### src/hw/rtl/sfl_alloc_pkg.sv
`default_nettype none

package sfl_alloc_pkg;

   localparam int FRAME_W = 10;
   localparam int LINK_W  = 11;
   localparam int CSR_W   = 1;

   typedef enum logic [1:0] {
      CMD_INIT  = 2'd0,
      CMD_ALLOC = 2'd1,
      CMD_FREE  = 2'd2,
      CMD_NOP   = 2'd3
   } cmd_type;

   localparam logic [CSR_W-1:0] CSR_FIRST_FRAME = 1'b0;
   localparam logic [CSR_W-1:0] CSR_END_FRAME   = 1'b1;

   typedef struct packed {
      logic [FRAME_W-1:0] first_frame;
      logic [LINK_W-1:0]  limit;
   } cfg_type;

   typedef struct packed {
      logic              valid;
      logic [LINK_W-1:0] frame;
      logic              oom;
   } done_type;

endpackage

`default_nettype wire

### src/hw/rtl/sfl_ctrl.sv
`default_nettype none

module sfl_ctrl
   import sfl_alloc_pkg::*;
#(
   parameter int unsigned NUM_FRAMES = 1024,
   parameter int unsigned ADDR_W     = 10
) (
   input  wire logic               clock,
   input  wire logic               reset,
   input  wire cfg_type            cfg,
   input  wire logic               req_valid,
   output logic                    req_ready,
   input  wire logic [1:0]         req_command,
   input  wire logic [FRAME_W-1:0] req_frame_in,
   input  wire logic               slot_free,
   output done_type                done,
   output logic                    mem_wr_en,
   output logic [ADDR_W-1:0]       mem_wr_addr,
   output logic [LINK_W-1:0]       mem_wr_data,
   output logic                    mem_rd_en,
   output logic [ADDR_W-1:0]       mem_rd_addr,
   input  wire logic [LINK_W-1:0]  mem_rd_data
);

   localparam int unsigned EXT_W = (ADDR_W > LINK_W) ? ADDR_W : LINK_W;
   localparam logic [ADDR_W-1:0] LAST_STEP = ADDR_W'(NUM_FRAMES - 1);

   typedef enum logic [5:0] {
      ST_IDLE  = 6'b000001,
      ST_INIT  = 6'b000010,
      ST_ALLOC = 6'b000100,
      ST_WALK  = 6'b001000,
      ST_LINK  = 6'b010000,
      ST_DONE  = 6'b100000
   } state_type;

   state_type         state_ff, state_in;
   logic [LINK_W-1:0] head_ff, head_in;
   logic [LINK_W-1:0] cur_ff, cur_in;
   logic [LINK_W-1:0] target_ff, target_in;
   logic [LINK_W-1:0] nxt_ff, nxt_in;
   logic [ADDR_W-1:0] steps_ff, steps_in;
   logic [LINK_W-1:0] res_frame_ff, res_frame_in;
   logic              res_oom_ff, res_oom_in;
   logic [LINK_W-1:0] req_frame;

   function automatic logic [ADDR_W-1:0] to_addr(input logic [LINK_W-1:0] v);
      logic [EXT_W-1:0] e;
      e = EXT_W'(v);
      return e[ADDR_W-1:0];
   endfunction

   assign req_frame = {1'b0, req_frame_in};
   assign req_ready = (state_ff == ST_IDLE);

   always_comb begin
      state_in     = state_ff;
      head_in      = head_ff;
      cur_in       = cur_ff;
      target_in    = target_ff;
      nxt_in       = nxt_ff;
      steps_in     = steps_ff;
      res_frame_in = res_frame_ff;
      res_oom_in   = res_oom_ff;
      mem_wr_en    = 1'b0;
      mem_wr_addr  = to_addr(cur_ff);
      mem_wr_data  = cur_ff + LINK_W'(1);
      mem_rd_en    = 1'b0;
      mem_rd_addr  = to_addr(head_ff);
      done.valid   = 1'b0;
      done.frame   = res_frame_ff;
      done.oom     = res_oom_ff;

      unique case (state_ff)
         ST_IDLE: begin
            if (req_valid) begin
               res_frame_in = '0;
               res_oom_in   = 1'b0;
               state_in     = ST_DONE;
               unique case (cmd_type'(req_command))
                  CMD_INIT: begin
                     head_in  = {1'b0, cfg.first_frame};
                     cur_in   = {1'b0, cfg.first_frame};
                     state_in = ST_INIT;
                  end
                  CMD_ALLOC: begin
                     res_frame_in = head_ff;
                     if (head_ff < cfg.limit) begin
                        mem_rd_en = 1'b1;
                        state_in  = ST_ALLOC;
                     end else begin
                        res_oom_in = 1'b1;
                     end
                  end
                  CMD_FREE: begin
                     if (req_frame >= cfg.limit || req_frame == head_ff) begin
                        // out of range or double free of the head: ignored
                     end else if (req_frame < head_ff) begin
                        mem_wr_en   = 1'b1;
                        mem_wr_addr = to_addr(req_frame);
                        mem_wr_data = head_ff;
                        head_in     = req_frame;
                     end else begin
                        mem_rd_en = 1'b1;
                        cur_in    = head_ff;
                        target_in = req_frame;
                        steps_in  = '0;
                        state_in  = ST_WALK;
                     end
                  end
                  CMD_NOP: begin
                  end
                  default: begin
                  end
               endcase
            end
         end
         ST_INIT: begin
            if (cur_ff < cfg.limit) begin
               mem_wr_en = 1'b1;
               cur_in    = cur_ff + LINK_W'(1);
            end else begin
               state_in = ST_DONE;
            end
         end
         ST_ALLOC: begin
            head_in  = mem_rd_data;
            state_in = ST_DONE;
         end
         ST_WALK: begin
            if (mem_rd_data == target_ff) begin
               state_in = ST_DONE;
            end else if (mem_rd_data > target_ff) begin
               // splice: cur -> target now, target -> old next in ST_LINK
               mem_wr_en   = 1'b1;
               mem_wr_data = target_ff;
               nxt_in      = mem_rd_data;
               state_in    = ST_LINK;
            end else begin
               cur_in = mem_rd_data;
               if (steps_ff == LAST_STEP) begin
                  state_in = ST_DONE;
               end else begin
                  mem_rd_en   = 1'b1;
                  mem_rd_addr = to_addr(mem_rd_data);
                  steps_in    = steps_ff + ADDR_W'(1);
               end
            end
         end
         ST_LINK: begin
            mem_wr_en   = 1'b1;
            mem_wr_addr = to_addr(target_ff);
            mem_wr_data = nxt_ff;
            state_in    = ST_DONE;
         end
         ST_DONE: begin
            if (slot_free) begin
               done.valid = 1'b1;
               state_in   = ST_IDLE;
            end
         end
         default: begin
            state_in = ST_IDLE;
         end
      endcase
   end

   always_ff @(posedge clock) begin
      if (reset) begin
         state_ff <= ST_IDLE;
         head_ff  <= '0;
      end else begin
         state_ff <= state_in;
         head_ff  <= head_in;
      end
   end

   always_ff @(posedge clock) begin
      cur_ff       <= cur_in;
      target_ff    <= target_in;
      nxt_ff       <= nxt_in;
      steps_ff     <= steps_in;
      res_frame_ff <= res_frame_in;
      res_oom_ff   <= res_oom_in;
   end

endmodule

`default_nettype wire

### config.mk
export PLATFORM = sky130hd
export DESIGN_NAME = sfl_ctrl
export DESIGN_NICKNAME = d
export VERILOG_FILES = /design/src/hw/rtl/sfl_alloc_pkg.sv /design/src/hw/rtl/sfl_ctrl.sv
export SDC_FILE = /design/constraint.sdc
export NUM_CORES = 1
export LEC_CHECK = 0
export BUFFER_PORTS_ARGS = -buffer_cell sky130_fd_sc_hd__buf_4
export CORE_MARGIN = 5
export CORE_UTILIZATION = 51
export CTS_BUF_LIST = sky130_fd_sc_hd__clkbuf_16
export DETAILED_ROUTE_END_ITERATION = 7
export HOLD_SLACK_MARGIN = 0.02
export PLACE_DENSITY = 0.79
export SKIP_LAST_GASP = 1
export SLEW_MARGIN = 15
export SYNTH_ARGS = -nofsm -noshare
export SYNTH_HDL_FRONTEND = slang
export SYNTH_SLANG_ARGS = --single-unit
export TNS_END_PERCENT = 20
### constraint.sdc
create_clock -name clock -period 3.04 [get_ports clock]
set_clock_uncertainty 0.1 [all_clocks]
set_input_delay 0.152 -clock clock [delete_from_list [all_inputs] [get_ports clock]]
set_output_delay 0.152 -clock clock [all_outputs]
set_load 0.1 [all_outputs]
==> summary.txt, run 1 <==
most frequent cells in the layout -> 113 x buf_4, 55 x ha_1, 54 x edfxtp_1, 40 x a21oi_1, 38 x inv_1
clk root buf -> clkbuf_16
reg2reg setup slack -> 0.13 ns
largest net degree at the start of global routing -> 34
worst-path fanout max -> 8
remaining antenna violation count -> 0
number of flops mapped to enable cells by yosys -> 54
Worst-Margin Slew -> 0.574 ns
hold crit path type -> in -> reg
status -> complete, but fails checks
Syn. warnings -> 0
Core ar. -> 10200 sq um
Max clock buf depth -> 2
antenna violations before repair -> 0
Placed Instances -> 764
DR pass1 iterations -> 7
dominant cell type by area after synthesis -> edfxtp_1
Compound-Gate Fraction of Synth Area -> 0.202
Die ar. -> 12400 sq um
period utilisation layout -> 1.03
Adder-Cell Fraction of Synth Area -> 0.134
routed wire length -> 18000 microns
register area share after synthesis -> 0.374
Sinks on Clock Net -> 71
Die W -> 111 microns
crit path time final -> 3.14 ns
crit path kind -> reg -> out
DRC Markers -> 0
max frequency -> 318 MHz
Setup WS post-layout -> -0.103 ns
number of CTS-inserted buffers -> 9
number of nets in the layout -> 780
static leakage -> 2.97 nW
async set-reset flop share out of synthesis -> 0
ys flop type -> edfxtp_1
pre-CTS setup slack -> 0.0717 ns
distinct cell type count after synthesis -> 64
Synth Area per Inst -> 9.70 sq um
Cell Rows -> 37
Initial DRC Count -> 829
share of the synthesized area in the top cell type -> 0.309
total track usage -> 0.268
number of max-cap violations -> 0
Max H-tree Level -> 3
GRT overflow -> 0
routed vias -> 5218
clk_lat worst skew -> 0.34 ns
layout cells sized above 1 -> 0.256
synth-to-layout area growth -> 32.8%
Hold Vio Cnt, Final -> 0
Initial Utilization -> 0.515
CP Launch Type -> register
vias in the first global route -> 4870
Arrival @ worst endpoint -> 2.89 ns
post-synthesis mux area share -> 0.0384
synth top area cells -> edfxtp_1 31%, ha_1 13%, dfxtp_1 6.5%, a21oi_1 3.8%, a221o_1 2.9%
port bufs -> 94
global routing usage on met3 -> 0.0761
clk slew on worst S/H paths -> 0.06 ns
Final GP Congestion -> 0.951
Slew Limit Fails -> 0
VDD IR max -> 0.277 mV
RSZ-0062 raised after global routing -> true
flops & latches, synth -> 71
Power Dens Cells -> 538 nW/um^2
GRT met1 Usage -> 0.356
Power, Total -> 0.00375 W
CTS tree -> built
Final Non-Filler Cells -> 818
post-synthesis cell area -> 5250 sq um
die height -> 111 microns
routed length per instance -> 22.0 microns
number of vias per cell -> 6.38
max_slew headroom -> 0.612
Setup crit end kind -> output port
Final HPWL DP -> 12300 microns
met2 usage -> 0.425
most common cell after layout, fill and taps aside -> buf_4
IO Count -> 95
Syn Nets -> 645
Post-Synth XOR/XNOR Area -> 0.0301
largest family of logic cells by synthesized area -> compound AO/OA/AOI/OAI gates
failing checks -> negative setup slack
global-route wire length before repair -> 26400 microns
simple-gate share of the synthesized area -> 0.167
Final setup viols -> 24
Gate Count Post-Synth -> 541
critical path data required time -> 2.79 ns
global routing's busiest layer -> met2
[per-stage QoR]
stage / hold slack (ns) / util / setup TNS (ns) / cell area [sq um]
CTS: -0.0562 / 0.660 / -0.786 / 6730
global route: 0.0347 / 0.683 / -4.21 / 6960
global placement: 0.270 / 0.603 / 0 / 6140
detailed placement: 0.273 / 0.603 / 0 / 6140
floorplan: 0.151 / - / -3.37 / 5250
finish: 0.0416 / 0.684 / -1.52 / 6960
[worst max-delay path: stages, from the launching register on]
cell	delay [ns]
edfxtp_1	0.44
inv_2	0.10
ha_4	0.20
nor2b_4	0.11
o211ai_1	0.28
a211oi_2	0.14
nor3_4	0.28
o21ai_1	0.22
o31a_2	0.25
o21ai_1	0.26
buf_6	0.26
[cell type report]
type,count,area [sq um]
Antenna cell,1,2.50
Sequential cell,71,1960
Inverter,38,143
Clock buffer,9,225
Clock inverter,7,66.3
Multi-Input combinational cell,405,3070
Fill cell,746,3220
Tap cell,136,170
Timing Repair Buffer,151,1330
[logic make-up (layout without fill, tap and decap cells)]
group                      count (synthesis)  after routing
AOI/OAI and AO/OA                        149            149
buffers and inverters                     65            205
other                                      0              1
muxes                                     19             19
xor gates and xnor gates                  18             18
DFF                                       71             71
and+or+nand+nor                          163            163
adders and majority gates                 56             56
[state kept, by name (all words and copies together), names as in the netlist]
signal,count
res_frame_ff,11
cur_ff,11
state_ff,6
target_ff,10
steps_ff,10
head_ff,11
nxt_ff,11
res_oom_ff,1
[report_power, final]
group	switching, W	internal [W]
clock network	0.000427	0.000629
registers	0.0000561	0.00113
logic	0.00108	0.000432
total	0.00156	0.00219
[cells in the mapped netlist (4+ instances only)]
master / instances
a222oi_1: 8
buf_2: 5
a21oi_1: 40
o21ai_0: 24
clkbuf_1: 12
nor2b_1: 8
dfxtp_1: 17
and2_1: 12
buf_6: 4
nand2b_1: 5
nor2_1: 36
mux2_2: 7
mux2i_1: 10
nand3_1: 26
nor3b_1: 11
nand4_1: 5
o31ai_1: 11
nand2_1: 28
nor3_1: 6
xnor2_1: 7
a211oi_1: 12
xor2_1: 11
and3_1: 10
a221o_1: 15
edfxtp_1: 54
ha_1: 56
o221ai_1: 7
inv_1: 38
a21o_1: 5
[final timing paths]
kind                                               from                        end  depth (start not counted)
worst max-delay path             target_ff[1]$_DFFE_PP_            mem_wr_data[10]                         10
worst min-delay path                     mem_rd_data[0]        cur_ff[0]$_DFFE_PP_                          3
worst max register to register   target_ff[1]$_DFFE_PP_  steps_ff[2]$_SDFFCE_PP0P_                         11
worst min register to register  head_ff[8]$_SDFFE_PP0P_    head_ff[8]$_SDFFE_PP0P_                          2
[layer usage]
| layer | vias to the layer above | part of all wire |
|---|---|---|
| met1 | 2398 | 0.36 |
| met4 | 0 | 0.038 |
| met2 | 406 | 0.45 |
| met3 | 79 | 0.15 |
| li1 | 2335 | - |
| met5 | - | 0 |
[repair_timing]
action / 4_1_cts / 5_1_grt
cloned: 0 / 2
endpoints found under the hold margin: 22 / 1
endpoints found under the setup margin: 32 / 33
gates resized for setup: 19 / 18
buffers inserted: 3 / 11
hold buffers: 20 / 1
pin swaps: 8 / 1
Power figures use the tool's default switching activity.
==> run 2: changes to the inputs <==
- ABC_AREA: default -> 1
- CORE_UTILIZATION: 51 -> 32
- PLACE_DENSITY: 0.79 -> 0.54
==> run 2 against run 1 <==
Compared with the run above: the run now ends clean; clock power fell by 11%; area after synthesis rose by 9.0%; power rose by 39%; critical path type is now in -> out; first-iteration DRC count fell by 28%; global-route usage fell by 7.0 points; highest routed layer unchanged; non-clock buffer count fell by 3; clock-buffer cell count did not move; design area rose by 9.7%; flip-flop and latch count did not move; synthesized cell count rose by 50%; routed wire length rose by 15%; register-to-register slack improved by 0.16 ns.
==> summary.txt, run 2 <==
status -> finished clean
CP Cell Sequence -> dlygate4sd3_1 -> buf_6 -> ha_4 -> a21oi_2 -> o21ai_1 -> nand2_1 -> nand3_4 -> nor3_4 -> nand2_2 -> nor2_4 -> clkbuf_16 -> nand2_2 -> nand3_1 -> buf_4
distinct cell type count after synthesis -> 40 (-38%)
largest net degree at the start of global routing -> 25 (-26%)
most frequent cells in the layout -> 259 x nand2_1, 115 x buf_4, 111 x inv_1, 72 x nor2_1, 54 x edfxtp_1
static leakage -> 3.80 nW (+28%)
port bufs -> 94 (unchanged)
Final setup viols -> 0 (-100%)
routed length per instance -> 17.5 microns (-20%)
Power Dens Cells -> 683 nW/um^2 (+27%)
Gate Count Post-Synth -> 810 (+50%)
Fin Setup TNS -> 0 ns (+1.52 ns)
number of max-cap violations -> 0 (unchanged)
Final HPWL DP -> 15600 microns (+27%)
most used cell, CP -> nand2_2
GRT overflow -> 0 (unchanged)
n_diodes -> 0 (-1)
routed vias -> 5853 (+12%)
clk slew on worst S/H paths -> 0.06 ns (about the same)
reg2reg setup slack -> 0.29 ns (+0.16 ns)
CP Launch Type -> input pin
async set-reset flop share out of synthesis -> 0 (unchanged)
critical path's slowest cell -> dlygate4sd3_1
Max H-tree Level -> 3 (unchanged)
Die ar. -> 20600 sq um (+66%)
crit path time final -> 3.00 ns (-0.143 ns)
DRC Markers -> 0 (unchanged)
area of placed instances -> 6770 sq um (+10%)
Final Non-Filler Cells -> 1182 (+44%)
Reg2Reg Depth -> 14 (+3)
Min-Delay Path Depth -> 4 (+1)
routed wire length -> 20700 microns (+15%)
Arrival @ worst endpoint -> 2.75 ns (-0.14 ns)
Die W -> 144 microns (+29%)
most frequent cell after synthesis -> nand2_1
CP Depth -> 14 (+4)
max_slew headroom -> 0.656 (+0.0436)
register area share after synthesis -> 0.343 (-0.0309)
Worst-Margin Slew -> 0.516 ns (-0.0579 ns)
synth top area cells -> edfxtp_1 28%, nand2_1 18%, ha_1 12%, inv_1 7.6%, dfxtp_1 6.0%
Setup crit end kind -> output port
hold crit path type -> in -> reg
Slew Limit Fails -> 0 (unchanged)
Syn. warnings -> 0 (unchanged)
crit-path leading delay family -> buffers and inverters
Syn Nets -> 914 (+42%)
most common cell after layout, fill and taps aside -> nand2_1
Post-synth top cells -> 267 x nand2_1, 116 x inv_1, 74 x nor2_1
crit path kind -> in -> out
Sinks on Clock Net -> 71 (unchanged)
Core ar. -> 17400 sq um (+71%)
synth-to-layout area growth -> 33.6%
worst r2r src -> target_ff[8]$_DFFE_PP_
max frequency -> 333 MHz (+4.8%)
CTS tree -> built
worst-path fanout max -> 6 (-2)
period utilisation layout -> 0.987 (-0.0470)
Initial Utilization -> 0.328 (-0.187)
Hold WS -> 0.0581 ns (+0.0166 ns)
Crit Reg-Reg Endpoint -> cur_ff[1]$_DFFE_PP_
Crit path largest cell delay -> 0.55 ns (+0.11 ns)
global-route wire length before repair -> 30700 microns (+16%)
number of flops mapped to enable cells by yosys -> 54 (unchanged)
ys flop type -> edfxtp_1
Layout fillers -> 1817 (+140%)
IO Count -> 95 (unchanged)
layout cells sized above 1 -> 0.219 (-0.0361)
die height -> 144 microns (+29%)
Critical Path Source -> req_frame_in[2]
critical path data required time -> 2.79 ns (about the same)
antenna violations before repair -> 0 (unchanged)
number of nets in the layout -> 1056 (+35%)
Power, Total -> 0.00522 W (+39%)
Placed Instances -> 1130 (+48%)
Initial DRC Count -> 594 (-28%)
total track usage -> 0.198 (-0.0705)
number of CTS-inserted buffers -> 9 (unchanged)
final instance area -> 7640 sq um (+9.7%)
Final GP Congestion -> 0.919 (-3.4%)
remaining antenna violation count -> 0 (unchanged)
Hold Vio Cnt, Final -> 0 (unchanged)
VDD IR max -> 0.514 mV (+85%)
clk root buf -> clkbuf_16
vias in the first global route -> 5492 (+13%)
DR pass1 iterations -> 5 (-2)
crit path buf inv count -> 4 (+2)
post-synthesis cell area -> 5720 sq um (+9.0%)
number of vias per cell -> 4.95 (-22%)
Synth Area per Inst -> 7.06 sq um (-27%)
dominant cell type by area after synthesis -> edfxtp_1
critical path endpoint -> mem_wr_addr[1]
Cell Rows -> 48 (+30%)
Max clock buf depth -> 2 (unchanged)
clk_lat worst skew -> 0.35 ns (about the same)
share of the synthesized area in the top cell type -> 0.284 (-0.0255)
flops & latches, synth -> 71 (unchanged)
==> run 2: changes by cell type after synthesis, moves of 10 or more <==
cell      delta
nor3b_1     -10
o21ai_0     +23
nor2_1      +38
a221o_1     -15
nand3_1     +20
nand2_1    +239
and3_1      -10
mux2i_1     -10
o31ai_1     -11
inv_1       +78
and2_1      -11
a211oi_1    -12
==> run 2: cell type report <==
type                            instances  area (sq um)  area share
Multi-Input combinational cell        600          3400       0.446
Sequential cell                        71          1980       0.260
Timing Repair Buffer                  148          1250       0.164
Inverter                              122           462      0.0605
Tap cell                              225           282      0.0369
Clock buffer                            9           225      0.0295
Clock inverter                          7          28.8     0.00377
==> run 2: where the power goes <==
part,total [W],internal (W),switching [W]
logic,0.00293,0.000759,0.00217
clock network,0.000947,0.000534,0.000412
registers,0.00134,0.00121,0.000125
total,0.00522,0.00250,0.00271
==> run 2: kinds of logic (layout without fill, tap and decap cells) <==
kind of cell,count (synthesis),after routing,synth area share
simple gates,440,440,0.332
buf+inv,139,286,0.0961
compound gates,98,98,0.0967
xor+xnor,6,6,0.00919
fa+ha+maj,56,56,0.123
flops,71,71,0.343
==> run 2: repair_timing <==
action,CTS,global route
buffers inserted,0,14
pin swaps,0,11
gates resized for setup,17,52
cloned,0,1
hold buffers,22,0
endpoints found under the setup margin,23,32
endpoints found under the hold margin,27,0
==> run 2: worst reg2reg max path, cell delays in order, from the launching register on <==
cell        delay (ns)
edfxtp_1          0.47
inv_1             0.11
ha_1              0.24
nand2_2           0.08
inv_1             0.05
a21oi_1           0.21
nand3_2           0.12
nand2_2           0.12
inv_1             0.07
nand2_4           0.09
clkinvlp_4        0.19
nor2_1            0.14
nand3b_1          0.08
a21oi_1           0.12
buf_4             0.24
==> run 2: routing by layer <==
metal  GRT usage  wire length (microns)  up-vias
met5           0                      0        -
met4      0.0882                    590        0
met3      0.0306                   1530       35
met2       0.311                   9610      237
met1       0.269                   9010     2660
li1            -                      -     2921
==> run 2: worst min path at each step <==
stage,endpoint,start,slack [ns]
after CTS,state_ff[5]$_SDFFE_PP0P_,slot_free,0.06
after detailed placement,nxt_ff[0]$_DFFE_PP_,mem_rd_data[0],0.26
after floorplan,head_ff[10]$_SDFFE_PP0P_,reset,0.12
after global placement,nxt_ff[0]$_DFFE_PP_,mem_rd_data[0],0.26
final,state_ff[5]$_SDFFE_PP0P_,slot_free,0.06
after global routing,state_ff[5]$_SDFFE_PP0P_,slot_free,0.09
==> run 2: per-stage QoR <==
step / utilization / setup slack, ns
global route: 0.438 / -0.0392
CTS: 0.419 / -0.0143
finish: 0.438 / 0.0401
detailed placement: 0.389 / -0.0240
floorplan: - / -0.617
global placement: 0.389 / -0.000328
==> run 3: changes to the inputs <==
- CORE_UTILIZATION: 32 -> 40
- PLACE_DENSITY: 0.54 -> 0.64
- SETUP_SLACK_MARGIN: default -> 0.3
==> run 3 against run 2 <==
Compared with the run above: via count increased by 4.7%; die area decreased by 19%; cell count decreased by 2.2%; highest routed layer unchanged.
==> summary.txt, run 3 (synthesized netlist as in run 2, its figures left out) <==
status -> finished clean
RSZ-0062 raised after global routing -> true
routed wire length -> 20600 microns (-0.48%)
final instance area -> 8010 sq um (+4.9%)
critical path data required time -> 2.79 ns (about the same)
max_slew headroom -> 0.676 (+0.0201)
number of nets in the layout -> 1075 (+1.8%)
Hold WS -> 0.0314 ns (-0.0268 ns)
Die ar. -> 16800 sq um (-19%)
power share of the clock group -> 0.176 (-0.006)
area of placed instances -> 6720 sq um (-0.68%)
period utilisation layout -> 0.933 (-0.0541)
global-route wire length before repair -> 30800 microns (+0.27%)
crit-path leading delay family -> simple AND/OR/NAND/NOR gates
number of vias per cell -> 5.30 (+7.0%)
CTS tree -> built
hold crit path type -> in -> reg
Setup WS post-layout -> 0.205 ns (+0.164 ns)
internal power -> 0.00271 W (+8.3%)
Final setup viols -> 0 (unchanged)
largest net degree at the start of global routing -> 25 (unchanged)
Layout fillers -> 1300 (-28%)
Seq. cell area -> 1980 sq um (-0.13%)
number of CTS-inserted buffers -> 9 (unchanged)
Layout Utilization -> 0.575 (+0.136)
n_diodes -> 0 (unchanged)
Fin Setup TNS -> 0 ns (unchanged)
Initial DRC Count -> 497 (-16%)
Final HPWL DP -> 14900 microns (-4.6%)
Die W -> 130 microns (-9.8%)
synth-to-layout area growth -> 40.1%
Power Dens Cells -> 691 nW/um^2 (+1.1%)
clk_lat worst skew -> 0.35 ns (about the same)
VDD IR max -> 0.377 mV (-27%)
most frequent cells in the layout -> 251 x nand2_1, 115 x buf_4, 99 x inv_1, 72 x nor2_1, 54 x edfxtp_1
critical path's slowest cell -> dfxtp_2
most common cell after layout, fill and taps aside -> nand2_1
logic gate share of total power -> 0.586 (+0.024)
vias in the first global route -> 5574 (+1.5%)
Arrival @ worst endpoint -> 2.58 ns (-0.17 ns)
crit path buf inv count -> 4 (unchanged)
Core ar. -> 13900 sq um (-20%)
GRT overflow -> 0 (unchanged)
clk root buf -> clkbuf_16
die height -> 130 microns (-9.8%)
pre-CTS setup slack -> 0.0844 ns (+0.108 ns)
Flop pwr share -> 0.239 (-0.017)
clk slew on worst S/H paths -> 0.06 ns (about the same)
CP Launch Type -> register
remaining antenna violation count -> 0 (unchanged)
Cell Rows -> 43 (-10%)
antenna violations before repair -> 0 (unchanged)
DR pass1 iterations -> 7 (+2)
most used cell, CP -> nand2_2
footprint of the multi-input gates -> 3530 sq um (+3.7%)
crit path kind -> reg -> out
static leakage -> 3.95 nW (+3.9%)
Max clock buf depth -> 2 (unchanged)
total track usage -> 0.241 (+0.0432)
Initial Utilization -> 0.410 (+0.0820)
number of max-cap violations -> 0 (unchanged)
layout cells sized above 1 -> 0.261 (+0.0418)
worst-path fanout max -> 7 (+1)
Final GP Congestion -> 0.960 (+4.6%)
CP Cell Sequence -> inv_4 -> ha_4 -> a21oi_2 -> nand2_2 -> nand2_2 -> nand3_4 -> nor3_4 -> nand2_2 -> nor2_4 -> buf_6 -> buf_12 -> nand2_1 -> nand3b_1 -> buf_12
Setup crit end kind -> output port
routed length per instance -> 17.9 microns (+1.8%)
max frequency -> 353 MHz (+5.8%)
Crit path largest cell delay -> 0.35 ns (-0.20 ns)
IO Count -> 95 (unchanged)
Worst-Margin Slew -> 0.486 ns (-0.0301 ns)
switch share -> 0.509 (-0.0105)
Max H-tree Level -> 3 (unchanged)
routed vias -> 6126 (+4.7%)
DRC Markers -> 0 (unchanged)
Hold Vio Cnt, Final -> 0 (unchanged)
port bufs -> 94 (unchanged)
Sinks on Clock Net -> 71 (unchanged)
Slew Limit Fails -> 0 (unchanged)
sw power -> 0.00282 W (+3.9%)
crit path time final -> 2.84 ns (-0.164 ns)
## run 3: path summary, 6_finish.rpt
check	endpoint	cells past startpoint	from	slack, ns
max	mem_wr_data[1]	14	head_ff[6]$_SDFFE_PP0P_	0.20
min reg2reg	head_ff[10]$_SDFFE_PP0P_	2	head_ff[10]$_SDFFE_PP0P_	0.46
min	head_ff[10]$_SDFFE_PP0P_	3	mem_rd_data[10]	0.03
max reg2reg	cur_ff[9]$_DFFE_PP_	14	target_ff[9]$_DFFE_PP_	0.51
## run 3: layer usage
layer / routed length [microns] / share of wire / GRT usage / vias to the layer above
li1: - / - / - / 2968
met1: 8660 / 0.42 / 0.318 / 2809
met2: 9450 / 0.46 / 0.383 / 294
met3: 1740 / 0.084 / 0.0437 / 55
met4: 779 / 0.038 / 0.117 / 0
met5: 0 / 0 / 0 / -
## run 3: worst register-to-register path, stage by stage (launching register included)
cell      delay, ns
edfxtp_1       0.38
inv_1          0.13
ha_4           0.21
nand2_1        0.08
inv_1          0.06
a21oi_1        0.21
nand3_2        0.15
nand2_4        0.11
inv_2          0.05
nand2_4        0.10
inv_2          0.07
nor2_1         0.09
nand3b_1       0.10
a21oi_1        0.15
buf_4          0.23
## run 3: cell type report
class,count,share of cell area
clock inverter,7,0.00500
inverter,122,0.0600
clock buffer,9,0.0281
multi-input combinational,600,0.441
tap,180,0.0281
sequential,71,0.247
timing repair buffer,167,0.190
## run 3: stage by stage
| stage | total power [W] | std cells |
|---|---|---|
| 2_1_floorplan | 0.00336 | 810 |
| 3_3_place_gp | 0.00404 | 1088 |
| 3_5_place_dp | 0.00405 | 1088 |
| 4_1_cts | 0.00528 | 1142 |
| 5_1_grt | 0.00577 | 1156 |
| 6_report | 0.00553 | 1156 |
## run 3: repair_timing
item | in CTS | in global routing
pin swaps | 7 | 29
gates cloned | 1 | 0
setup buffers | 15 | 14
gates resized for setup | 70 | 74
endpoints found under the setup margin | 29 | 44
hold endpoints to repair | 27 | 0
hold buffers | 22 | 0
## run 3: power groups by stage
| stage | clock, W | sequential, W | combinational, W |
|---|---|---|---|
| global route | 0.00103 | 0.00133 | 0.00341 |
| detailed placement | 0 | 0.00133 | 0.00272 |
| CTS | 0.000983 | 0.00132 | 0.00298 |
| global placement | 0 | 0.00133 | 0.00271 |
| floorplan | 0 | 0.00145 | 0.00191 |
| finish | 0.000971 | 0.00132 | 0.00324 |
